==> config.mk <==
export PLATFORM = sky130hd
export DESIGN_NAME = pid_line_follow_with_speed_ramp
export DESIGN_NICKNAME = d
export VERILOG_FILES = /design/src/hdl/plf_pkg.sv /design/src/hdl/plf_ramp.sv /design/src/hdl/plf_err.sv /design/src/hdl/plf_mult.sv /design/src/hdl/plf_out.sv /design/src/hdl/pid_line_follow_with_speed_ramp.sv
export VERILOG_INCLUDE_DIRS = /design/src /design/src/hdl
export SDC_FILE = /design/constraint.sdc
export NUM_CORES = 2
export LEC_CHECK = 0
export ABC_AREA = 1
export BUFFER_PORTS_ARGS = -buffer_cell sky130_fd_sc_hd__buf_4
export CORE_MARGIN = 2
export CORE_UTILIZATION = 36
export DETAILED_ROUTE_END_ITERATION = 7
export GPL_ROUTABILITY_DRIVEN = 0
export SETUP_SLACK_MARGIN = 0.4
export SKIP_LAST_GASP = 1
export SLEW_MARGIN = 20
export SYNTH_ARGS = -nofsm -noshare
export SYNTH_HDL_FRONTEND = slang
export SYNTH_SLANG_ARGS = --single-unit
==> constraint.sdc <==
create_clock -name clk_i -period 6.7 [get_ports clk_i]
set_input_delay 1.005 -clock clk_i [delete_from_list [all_inputs] [get_ports clk_i]]
set_output_delay 1.005 -clock clk_i [all_outputs]
set_load 0.1 [all_outputs]
==> src/hdl/pid_line_follow_with_speed_ramp_defines.svh <==
// assertion macros for the line follow controller
// used by the top level only; needs clk_i and rst_ni in scope for PLF_ASSERT
`ifndef PID_LINE_FOLLOW_WITH_SPEED_RAMP_DEFINES_SVH
`define PID_LINE_FOLLOW_WITH_SPEED_RAMP_DEFINES_SVH
`ifndef SYNTHESIS
`define PLF_ASSERT_CLK(name, clk, rstn, prop) \
  name: assert property (@(posedge clk) disable iff (!rstn) prop) \
    else $error("plf assertion failed");
`define PLF_ASSERT(name, prop) `PLF_ASSERT_CLK(name, clk_i, rst_ni, prop)
`else
`define PLF_ASSERT_CLK(name, clk, rstn, prop)
`define PLF_ASSERT(name, prop)
`endif
`endif

==> src/hdl/plf_pkg.sv <==
// shared types and constants for the line follow controller
// no dependencies
`default_nettype none
package plf_pkg;

  localparam int SAMPLE_BITS = 10;
  localparam int SUM_BITS    = 24;
  localparam int GAIN_W      = 24;
  localparam int TGT_W       = 8;
  localparam int STEP_W      = 7;
  localparam int PERIOD_W    = 6;
  localparam int CFG_DATA_W  = 24;
  localparam int CFG_ADDR_W  = 3;
  localparam int FRAC_BITS   = 16;
  localparam int TURN_LIM    = 100;

  localparam int ERR_W = SAMPLE_BITS + 1;
  localparam int DLT_W = ERR_W + 1;
  localparam int P_W   = GAIN_W + 1 + ERR_W;
  localparam int I_W   = GAIN_W + 1 + SUM_BITS;
  localparam int D_W   = GAIN_W + 1 + DLT_W;
  // integral term limit sits at 2^50
  localparam int ILIM_SHIFT = 50;
  localparam int TOT_W = ((I_W > ILIM_SHIFT + 1) ? I_W : ILIM_SHIFT + 1) + 2;

  typedef enum logic [CFG_ADDR_W-1:0] {
    REG_GRAY        = 3'd0,
    REG_P_GAIN      = 3'd1,
    REG_I_GAIN      = 3'd2,
    REG_D_GAIN      = 3'd3,
    REG_RAMP_STEP   = 3'd4,
    REG_RAMP_PERIOD = 3'd5
  } cfg_reg_e;

  localparam logic [SAMPLE_BITS-1:0] GRAY_RST   = SAMPLE_BITS'(512);
  localparam logic [GAIN_W-1:0]      P_GAIN_RST = GAIN_W'(121242);
  localparam logic [GAIN_W-1:0]      I_GAIN_RST = GAIN_W'(85);
  localparam logic [GAIN_W-1:0]      D_GAIN_RST = GAIN_W'(393216);
  localparam logic [STEP_W-1:0]      STEP_RST   = STEP_W'(2);
  localparam logic [PERIOD_W-1:0]    PERIOD_RST = PERIOD_W'(50);

  typedef struct packed {
    logic [SAMPLE_BITS-1:0] gray;
    logic [GAIN_W-1:0]      p_gain;
    logic [GAIN_W-1:0]      i_gain;
    logic [GAIN_W-1:0]      d_gain;
    logic [STEP_W-1:0]      ramp_step;
    logic [PERIOD_W-1:0]    ramp_period;
  } plf_cfg_t;

  typedef struct packed {
    logic signed [ERR_W-1:0]    err;
    logic signed [DLT_W-1:0]    dlt;
    logic signed [SUM_BITS-1:0] esum;
  } plf_err_t;

  typedef struct packed {
    logic signed [P_W-1:0] p;
    logic signed [I_W-1:0] i;
    logic signed [D_W-1:0] d;
  } plf_prod_t;

endpackage
`default_nettype wire

==> src/hdl/plf_ramp.sv <==
// forward speed ramp: sample counter and ramped forward command state
// depends on plf_pkg
`default_nettype none
module plf_ramp (
  input  wire logic                              clk_i,
  input  wire logic                              rst_ni,
  input  wire logic                              acc_i,
  input  wire logic signed [plf_pkg::TGT_W-1:0]  target_i,
  input  wire plf_pkg::plf_cfg_t                 cfg_i,
  output logic signed [plf_pkg::TGT_W-1:0]       fwd_o
);
  import plf_pkg::*;

  logic [PERIOD_W-1:0]     cnt_q, cnt_d, cnt_inc;
  logic signed [TGT_W-1:0] fwd_q, fwd_d, fwd_mv;
  logic signed [TGT_W:0]   gap;
  logic signed [TGT_W+1:0] up, dn, tgt_w;
  logic                    hit;

  always_comb begin
    cnt_inc = cnt_q + PERIOD_W'(1);
    hit     = (cnt_inc >= cfg_i.ramp_period);
    gap     = {target_i[TGT_W-1], target_i} - {fwd_q[TGT_W-1], fwd_q};
    tgt_w   = {{2{target_i[TGT_W-1]}}, target_i};
    up      = {{2{fwd_q[TGT_W-1]}}, fwd_q} + {3'b000, cfg_i.ramp_step};
    dn      = {{2{fwd_q[TGT_W-1]}}, fwd_q} - {3'b000, cfg_i.ramp_step};
    // step toward the target, never past it
    if (!gap[TGT_W]) begin
      fwd_mv = (up > tgt_w) ? target_i : up[TGT_W-1:0];
    end else begin
      fwd_mv = (dn < tgt_w) ? target_i : dn[TGT_W-1:0];
    end
    fwd_d = hit ? fwd_mv : fwd_q;
    cnt_d = hit ? '0 : cnt_inc;
  end

  always_ff @(posedge clk_i or negedge rst_ni) begin
    if (!rst_ni) begin
      cnt_q <= '0;
      fwd_q <= '0;
    end else if (acc_i) begin
      cnt_q <= cnt_d;
      fwd_q <= fwd_d;
    end
  end

  assign fwd_o = fwd_d;

endmodule
`default_nettype wire

==> src/hdl/plf_err.sv <==
// error, saturating integrator and derivative difference, with the first stage register
// depends on plf_pkg
`default_nettype none
module plf_err (
  input  wire logic                                clk_i,
  input  wire logic                                rst_ni,
  input  wire logic                                acc_i,
  input  wire logic [plf_pkg::SAMPLE_BITS-1:0]     light_i,
  input  wire logic signed [plf_pkg::TGT_W-1:0]    target_i,
  input  wire logic [plf_pkg::SAMPLE_BITS-1:0]     gray_i,
  output plf_pkg::plf_err_t                        s1_o
);
  import plf_pkg::*;

  localparam logic signed [SUM_BITS-1:0] SUM_MAX = {1'b0, {(SUM_BITS-1){1'b1}}};
  localparam logic signed [SUM_BITS-1:0] SUM_MIN = {1'b1, {(SUM_BITS-1){1'b0}}};

  logic signed [SUM_BITS-1:0] esum_q, esum_d;
  logic signed [ERR_W-1:0]    last_q, err, light_s, gray_s;
  logic signed [SUM_BITS:0]   sum_w;
  logic signed [DLT_W-1:0]    dlt;
  logic                       pos;
  plf_err_t                   s1_q, s1_d;

  always_comb begin
    light_s = $signed({1'b0, light_i});
    gray_s  = $signed({1'b0, gray_i});
    pos     = ~target_i[TGT_W-1] & (|target_i[TGT_W-2:0]);
    err     = pos ? (gray_s - light_s) : (light_s - gray_s);
    sum_w   = $signed({esum_q[SUM_BITS-1], esum_q})
            + $signed({{(SUM_BITS+1-ERR_W){err[ERR_W-1]}}, err});
    // overflow when the two top bits disagree
    if (sum_w[SUM_BITS] != sum_w[SUM_BITS-1]) begin
      esum_d = sum_w[SUM_BITS] ? SUM_MIN : SUM_MAX;
    end else begin
      esum_d = sum_w[SUM_BITS-1:0];
    end
    dlt       = $signed({err[ERR_W-1], err}) - $signed({last_q[ERR_W-1], last_q});
    s1_d.err  = err;
    s1_d.dlt  = dlt;
    s1_d.esum = esum_d;
  end

  always_ff @(posedge clk_i or negedge rst_ni) begin
    if (!rst_ni) begin
      esum_q <= '0;
      last_q <= '0;
    end else if (acc_i) begin
      esum_q <= esum_d;
      last_q <= err;
    end
  end

  always_ff @(posedge clk_i) begin
    if (acc_i) begin
      s1_q <= s1_d;
    end
  end

  assign s1_o = s1_q;

endmodule
`default_nettype wire

==> src/hdl/plf_mult.sv <==
// gain multipliers: p, i and d products, registered
// depends on plf_pkg
`default_nettype none
module plf_mult (
  input  wire logic               clk_i,
  input  wire logic               en_i,
  input  wire plf_pkg::plf_err_t  s1_i,
  input  wire plf_pkg::plf_cfg_t  cfg_i,
  output plf_pkg::plf_prod_t      prod_o
);
  import plf_pkg::*;

  logic signed [GAIN_W:0] pg, ig, dg;
  plf_prod_t              prod_q, prod_d;

  always_comb begin
    pg       = $signed({1'b0, cfg_i.p_gain});
    ig       = $signed({1'b0, cfg_i.i_gain});
    dg       = $signed({1'b0, cfg_i.d_gain});
    prod_d.p = pg * s1_i.err;
    prod_d.i = ig * s1_i.esum;
    prod_d.d = dg * s1_i.dlt;
  end

  always_ff @(posedge clk_i) begin
    if (en_i) begin
      prod_q <= prod_d;
    end
  end

  assign prod_o = prod_q;

endmodule
`default_nettype wire

==> src/hdl/plf_out.sv <==
// integral clip, pid sum, truncating scale-down, negation and turn clamp into the result register
// depends on plf_pkg
`default_nettype none
module plf_out (
  input  wire logic                              clk_i,
  input  wire logic                              en_i,
  input  wire plf_pkg::plf_prod_t                prod_i,
  output logic signed [plf_pkg::TGT_W-1:0]       turn_o
);
  import plf_pkg::*;

  localparam logic signed [TOT_W-1:0] ILIM_POS =
    {{(TOT_W-ILIM_SHIFT-1){1'b0}}, 1'b1, {ILIM_SHIFT{1'b0}}};
  localparam logic signed [TOT_W-1:0] ILIM_NEG = -ILIM_POS;
  localparam logic signed [TOT_W-1:0] BIAS =
    {{(TOT_W-FRAC_BITS){1'b0}}, {FRAC_BITS{1'b1}}};
  localparam logic signed [TOT_W-1:0] LIM_POS = TOT_W'(TURN_LIM);
  localparam logic signed [TOT_W-1:0] LIM_NEG = -LIM_POS;
  localparam logic signed [TGT_W-1:0] TURN_POS = TGT_W'(TURN_LIM);
  localparam logic signed [TGT_W-1:0] TURN_NEG = -TURN_POS;

  logic signed [TOT_W-1:0] iext, iclip, total, tb, qmag, qneg;
  logic signed [TGT_W-1:0] turn_q, turn_d;

  always_comb begin
    iext = TOT_W'(prod_i.i);
    if (iext > ILIM_POS) begin
      iclip = ILIM_POS;
    end else if (iext < ILIM_NEG) begin
      iclip = ILIM_NEG;
    end else begin
      iclip = iext;
    end
    total = TOT_W'(prod_i.p) + iclip + TOT_W'(prod_i.d);
    // truncate toward zero: bias negative sums before the shift
    tb   = total[TOT_W-1] ? (total + BIAS) : total;
    qmag = tb >>> FRAC_BITS;
    qneg = -qmag;
    if (qmag < LIM_NEG) begin
      turn_d = TURN_POS;
    end else if (qmag > LIM_POS) begin
      turn_d = TURN_NEG;
    end else begin
      turn_d = qneg[TGT_W-1:0];
    end
  end

  always_ff @(posedge clk_i) begin
    if (en_i) begin
      turn_q <= turn_d;
    end
  end

  assign turn_o = turn_q;

endmodule
`default_nettype wire

==> src/hdl/pid_line_follow_with_speed_ramp.sv <==
// top level of the line follow steering controller with ramped forward speed
// depends on plf_pkg, plf_ramp, plf_err, plf_mult, plf_out and the defines header
//
//   channel  direction  handshake             payload
//   in       sink       in_valid_i/in_ready_o light_sample_i, target_speed_i
//   out      source     out_valid_o/out_ready_i forward_cmd_o, turn_cmd_o
//   cfg      sink       cfg_we_i              cfg_addr_i, cfg_wdata_i
//
// one transaction per cycle sustained while results are taken; each result is registered in every stage
// the three stages are error/integrator, gain multiply, sum and clamp
// a result not taken holds the whole pipeline, so in_ready_o drops with it
// reset clears the ramp, integrator and pipeline valids and loads default settings
`default_nettype none
`include "pid_line_follow_with_speed_ramp_defines.svh"
module pid_line_follow_with_speed_ramp (
  input  wire logic                                  clk_i,
  input  wire logic                                  rst_ni,
  input  wire logic                                  in_valid_i,
  output logic                                       in_ready_o,
  input  wire logic [plf_pkg::SAMPLE_BITS-1:0]       light_sample_i,
  input  wire logic signed [plf_pkg::TGT_W-1:0]      target_speed_i,
  output logic                                       out_valid_o,
  input  wire logic                                  out_ready_i,
  output logic signed [plf_pkg::TGT_W-1:0]           forward_cmd_o,
  output logic signed [plf_pkg::TGT_W-1:0]           turn_cmd_o,
  input  wire logic                                  cfg_we_i,
  input  wire logic [plf_pkg::CFG_ADDR_W-1:0]        cfg_addr_i,
  input  wire logic [plf_pkg::CFG_DATA_W-1:0]        cfg_wdata_i
);
  import plf_pkg::*;

  plf_cfg_t                cfg_q, cfg_d;
  logic                    adv, acc;
  logic                    s1_valid_q, s2_valid_q, s3_valid_q;
  logic signed [TGT_W-1:0] fwd_next, s1_fwd_q, s2_fwd_q, s3_fwd_q;
  plf_err_t                s1;
  plf_prod_t               prod;

  // settings registers
  always_comb begin
    cfg_d = cfg_q;
    if (cfg_we_i) begin
      unique case (cfg_reg_e'(cfg_addr_i))
        REG_GRAY:        cfg_d.gray        = cfg_wdata_i[SAMPLE_BITS-1:0];
        REG_P_GAIN:      cfg_d.p_gain      = cfg_wdata_i[GAIN_W-1:0];
        REG_I_GAIN:      cfg_d.i_gain      = cfg_wdata_i[GAIN_W-1:0];
        REG_D_GAIN:      cfg_d.d_gain      = cfg_wdata_i[GAIN_W-1:0];
        REG_RAMP_STEP:   cfg_d.ramp_step   = cfg_wdata_i[STEP_W-1:0];
        REG_RAMP_PERIOD: cfg_d.ramp_period = cfg_wdata_i[PERIOD_W-1:0];
        default:         cfg_d = cfg_q;
      endcase
    end
  end

  always_ff @(posedge clk_i or negedge rst_ni) begin
    if (!rst_ni) begin
      cfg_q.gray        <= GRAY_RST;
      cfg_q.p_gain      <= P_GAIN_RST;
      cfg_q.i_gain      <= I_GAIN_RST;
      cfg_q.d_gain      <= D_GAIN_RST;
      cfg_q.ramp_step   <= STEP_RST;
      cfg_q.ramp_period <= PERIOD_RST;
    end else begin
      cfg_q <= cfg_d;
    end
  end

  // pipeline moves whenever the result register is free or being taken
  assign adv        = ~s3_valid_q | out_ready_i;
  assign acc        = in_valid_i & adv;
  assign in_ready_o = adv;

  always_ff @(posedge clk_i or negedge rst_ni) begin
    if (!rst_ni) begin
      s1_valid_q <= 1'b0;
      s2_valid_q <= 1'b0;
      s3_valid_q <= 1'b0;
    end else if (adv) begin
      s1_valid_q <= acc;
      s2_valid_q <= s1_valid_q;
      s3_valid_q <= s2_valid_q;
    end
  end

  always_ff @(posedge clk_i) begin
    if (acc) begin
      s1_fwd_q <= fwd_next;
    end
    if (adv) begin
      s2_fwd_q <= s1_fwd_q;
      s3_fwd_q <= s2_fwd_q;
    end
  end

  plf_ramp u_ramp (
    .clk_i    (clk_i),
    .rst_ni   (rst_ni),
    .acc_i    (acc),
    .target_i (target_speed_i),
    .cfg_i    (cfg_q),
    .fwd_o    (fwd_next)
  );

  plf_err u_err (
    .clk_i    (clk_i),
    .rst_ni   (rst_ni),
    .acc_i    (acc),
    .light_i  (light_sample_i),
    .target_i (target_speed_i),
    .gray_i   (cfg_q.gray),
    .s1_o     (s1)
  );

  plf_mult u_mult (
    .clk_i  (clk_i),
    .en_i   (adv),
    .s1_i   (s1),
    .cfg_i  (cfg_q),
    .prod_o (prod)
  );

  plf_out u_out (
    .clk_i  (clk_i),
    .en_i   (adv),
    .prod_i (prod),
    .turn_o (turn_cmd_o)
  );

  assign out_valid_o   = s3_valid_q;
  assign forward_cmd_o = s3_fwd_q;

  `PLF_ASSERT(a_turn_range, out_valid_o |-> (turn_cmd_o <= 8'sd100 && turn_cmd_o >= -8'sd100))
  `PLF_ASSERT(a_acc_enters, in_valid_i && in_ready_o |=> s1_valid_q)
  `PLF_ASSERT(a_out_from_s2, $rose(out_valid_o) |-> $past(s2_valid_q))

endmodule
`default_nettype wire

# After elaboration in Yosys (flattened, before gate mapping)
# Index checks and enable logic that the tools add are counted.
# classes
eq_ne,6
mux,12
n_mul,3
addsub,12
reduce_logical,9
n_bitwise,5
order_cmp,7
# op_table
operator,count
$mux W53,3
$add A36 B53 Y53,1
$add A53 B17 Y53 const B,1
$add A53 B37 Y53,1
$gt A49 B52 Y1 const B,1
$lt A49 B51 Y1 const B,1
$mul A25 B24 Y49,1
$mux W24,2
$mux W8,5
$gt A37 B8 Y1 const B,1
$lt A37 B8 Y1 const B,1
$mul A25 B12 Y37,1
$mul A25 B11 Y36,1
$add A24 B11 Y25,1
$sub A10 B10 Y11,2
$sub A8 B8 Y9,2
$reduce_and A2 Y1,6
$sub A11 B11 Y12,1
$mux W11,1
$add A8 B8 Y9,1
$gt A9 B8 Y1,1
$lt A9 B8 Y1,1
$neg A8 Y8,1
$reduce_or A7 Y1,1
12 further kinds,16
# totals
regBits,348
input_bits,50
out_inout_bits,18
wordCells,78

# Logic depth before layout (Yosys ltp)
# depth
depth_word,9
depth_mapped,31
mapped_depth_nobuf,31

# Hierarchy
# Synthesis repeated with hierarchy kept, for this count alone.
# unflattened
hier_cells,8866
hier_area_um2,65265.1
# by_module_without_submodules
mod,cells_per_inst,instances,seq_area_each_um2,area_per_inst_um2
plf_mult,5664,1,3663.5,43749.5
plf_out,1540,1,240.2,8159.1
plf_err,789,1,2287.2,6043.3
pid_line_follow_with_speed_ramp,458,1,3199.3,4633.2
plf_ramp,415,1,350.3,2680.1

# Worst setup path before layout
# No wires, ideal clock.
# synth_timing
path_kind,input to register
from,input port out_ready_i
to,"register s1_fwd_q[0], enable pin"
required_time_ns,6.259
stages,5
t_arrival_ns,6.832
setup_slack_ns,-0.573
setup_ns,0.441
path_buffers,1
path_cell_list,nor2_1 -> inv_1 -> nand2_1 -> inv_2 -> clkbuf_1
# synth_via
elab_chain_len,2
# synth_lines
item,line_no,text
from (decl),pid_line_follow_with_speed_ramp.sv:23,"input wire logic out_ready_i,"
$or A1 B1 Y1,pid_line_follow_with_speed_ramp.sv:69,assign adv = ~s3_valid_q | out_ready_i;
net in_ready_o,pid_line_follow_with_speed_ramp.sv:19,"output logic in_ready_o,"
$and A1 B1 Y1,pid_line_follow_with_speed_ramp.sv:70,assign acc = in_valid_i & adv;
net acc,pid_line_follow_with_speed_ramp.sv:33,"logic adv, acc;"
to (signal assigned),pid_line_follow_with_speed_ramp.sv:87,s1_fwd_q <= fwd_next;
to (decl),pid_line_follow_with_speed_ramp.sv:35,"logic signed [TGT_W-1:0] fwd_next, s1_fwd_q, s2_fwd_q, s3_fwd_q;"
# The timed path passes the listed nets, and every way through them passes these cells.
# A chain may end at the register's enable or synchronous reset.

==> impl_metrics.tcl <==
set metrics [dict create \
    startpoint_type "register" \
    finalHoldViolCount 0 \
    crit_path_frequent_cell "fa_1" \
    wl_met1_um 74800 \
    synth_adder_area_share_pct 43.2 \
    slew_headroom_pct 41.7 \
    synth_top_family_by_area "adder cells" \
    grtUsageTotal_pct 20.6 \
    path_clk_slew_ns 0.07 \
    drv_slew 0 \
    synth_xor_area_share_pct 2.64 \
    min_period_ns 6.52 \
    wl_met3_um 12300 \
    maxCapViolCount 0 \
    dp_hpwl_um 143000 \
    wl_per_cell_um 17.4 \
    drive_above_1_share_pct 10.6 \
    worst-slew-pin-transition_ns 0.875 \
    ys_warn_count 0 \
    yosysTopAreaCellShare_pct 31.8 \
    vias 48156 \
    synth_seq_cells 348 \
    die_w_um 413 \
    avgSynthCellArea_um2 7.97 \
    syn_inst 7553 \
    drt-vias-per-instance 4.84 \
    end_kind "register" \
    grt_remaining_overflow 0 \
    grt_max_degree 133 \
    synth-edff-count 201 \
    ys_top_cells_by_area "fa_1, nand2_1, inv_1, ha_1, edfxtp_1" \
    top_layer "met5" \
    antenna_found_initial 8 \
    drc 0 \
    wl_met2_um 79800 \
    drt_iter0_markers 3224 \
    synth_compound_area_share_pct 5.60 \
    synthMuxAreaShare_pct 0.0166 \
    numCtsBuffers 45 \
    fin_nets 9267 \
    cts_max_level 2 \
    die_y_um 413 \
    dp_cells 9775 \
    skew_ns 0.0348 \
    synthArstFlopShare_pct 42.2 \
    synth-simple-area-share_pct 18.8 \
    cp_max_fo 7 \
    clkSinkCount 348 \
    status "finished, final reports clean" \
    synth_most_common_cell "nand2_1" \
    yosys_most_used_dff "edfxtp_1" \
    ios 68 \
    yosysSeqAreaShare_pct 16.2 \
    hp-class "register to register" \
    place_area_mm2 0.0644 \
    ant_nets 0 \
    min_period_over_period_pct 97.4 \
    finalSetupViolCount 0 \
    area_growth_pct 12.3 \
    ys_types 63 \
    synth_area_leader_cell "fa_1" \
    grt_first_pass_wirelength_um 276000 \
    num_rows 150 \
    fmax_ghz 0.153 \
    core_area_mm2 0.167 \
    critical_path_buf_inv_count 9 \
    cts_tree "yes" \
    clk_path_buf_depth 3 \
    portBuffers 67 \
    routed_wl_um 173000 \
    nFillCells 16776 \
    final_area_mm2 0.0676 \
    syn-num-nets 9109 \
    tns_ns 0 \
    cp_top_family "adder cells" \
    drtPass1Iterations 6 \
    rsz0062_at_grt "true" \
    crit_arrival_ns 6.90 \
    synth_common_cells "nand2_1, inv_1, fa_1" \
    grt_pass1_vias 50153 \
    insertion_delay_ns 0.63 \
    die_area_mm2 0.171 \
    max_stage_delay_ns 0.51 \
    final_cells 9952 \
    critPathKind "register to register" \
    root_buffer "clkbuf_16" \
    worst_ep_required_time_ns 7.08 \
    slowest_stage "fa_1" \
    syn-cell-area_mm2 0.0602 \
    initial_utilization_pct 36.1 \
]
[worst reg2reg max path: cells and delay by family, from the launching register on]
| family | cells | cell delay [ns] |
|---|---|---|
| DFF | 1 | 0.43 |
| AOI/OAI and AO/OA | 8 | 1.09 |
| xor gates and xnor gates | 1 | 0.08 |
| adders and majority gates | 8 | 3.65 |
| buffers and inverters | 9 | 0.78 |
| and+or+nand+nor | 3 | 0.26 |
[registers in the layout (all words and copies together) (netlist names)]
name           count
s1_fwd_q           8
u_out.turn_o       8
u_err.last_q      11
u_ramp.fwd_q       8
u_ramp.cnt_q       6
s2_valid_q         1
cfg_q             95
u_err.esum_q      24
u_err.s1_o        47
out_valid_o        1
forward_cmd_o      8
u_mult.prod_o    122
s1_valid_q         1
s2_fwd_q           8
[placed cells by master (no fill, tap or decap), drive strengths merged, types with 7 or more instances in the layout]
master | netlist | layout
nand2 | 2094 | 2094
inv | 1901 | 1905
fa | 957 | 957
ha | 549 | 549
buf | 8 | 363
nor2 | 307 | 307
o21ai | 240 | 240
a21oi | 233 | 233
edfxtp | 201 | 201
nand3 | 189 | 189
dfrtp | 126 | 126
xor2 | 116 | 116
or2 | 67 | 67
xnor2 | 64 | 64
nand4 | 57 | 57
clkbuf | 249 | 54
a31oi | 35 | 35
nor3 | 23 | 23
dfstp | 21 | 21
clkinv | 4 | 17
o21bai | 15 | 15
a21o | 15 | 15
o21a | 14 | 14
a21boi | 13 | 13
o211ai | 8 | 8
bufinv | 0 | 7
clkinvlp | 0 | 7
a211oi | 7 | 7
[final cells by class]
cell class,count,area (µm²),share of cell area (%)
Multi-Input combinational cell,5043,43100,63.7
Clock buffer,53,1200,1.77
Inverter,1905,7160,10.6
Timing Repair Buffer,367,3280,4.85
Timing Repair inverter,1,5.00,0.00740
Antenna cell,1,2.50,0.00370
Clock inverter,30,397,0.586
Sequential cell,348,9770,14.4
Tap cell,2204,2760,4.08
[logic make-up after synthesis]
logic type / count (synthesis)
muxes: 1
DFF: 348
and+or+nand+nor: 2748
adders and majority gates: 1506
buffers and inverters: 2162
AOI/OAI and AO/OA: 608
xor gates and xnor gates: 180
[layer usage]
| layer | global-route usage [%] | vias up |
|---|---|---|
| met2 | 34.1 | 1507 |
| met1 | 27.6 | 23611 |
| met5 | 0 | - |
| li1 | - | 22744 |
| met3 | 3.29 | 290 |
| met4 | 6.55 | 4 |
[timing repair]
| item | in CTS | in global routing |
|---|---|---|
| cloned | 3 | 2 |
| hold buffers | 0 | 0 |
| pin swaps | 30 | 35 |
| setup buffers | 63 | 25 |
| resized for setup | 105 | 89 |
| endpoints found under the setup margin | 36 | 41 |
[per-stage QoR]
step	hold WS [ns]	setup slack, ns	util (%)
2_1_floorplan	0.400	0.391	-
3_3_place_gp	0.404	0.0483	38.7
3_5_place_dp	0.405	-0.0418	38.7
4_1_cts	0.421	0.225	40.2
5_1_grt	0.432	-0.0768	40.6
6_report	0.421	0.177	40.6
[final timing paths]
check / startpoint / to / slack [ns] / depth (start not counted)
worst max-delay path: u_err.s1_o[3]$_DFFE_PP_ / u_mult.prod_o[85]$_DFFE_PN_ / 0.18 / 29
worst min-delay path: s1_fwd_q[5]$_DFFE_PP_ / s2_fwd_q[5]$_DFFE_PN_ / 0.42 / 0
worst max register to register: u_err.s1_o[3]$_DFFE_PP_ / u_mult.prod_o[85]$_DFFE_PN_ / 0.18 / 29
worst min register to register: s1_fwd_q[5]$_DFFE_PP_ / s2_fwd_q[5]$_DFFE_PN_ / 0.42 / 0
max in group asynchronous: rst_ni / cfg_q[17]$_DFFE_PN0P_ / 4.97 / 2
min in group asynchronous: rst_ni / out_valid_o$_DFFE_PN0N_ / 0.45 / 1
Power is left out: the tool's default activity adds up to more than one toggle a clock period on the data nets, which glitch-free logic cannot reach.
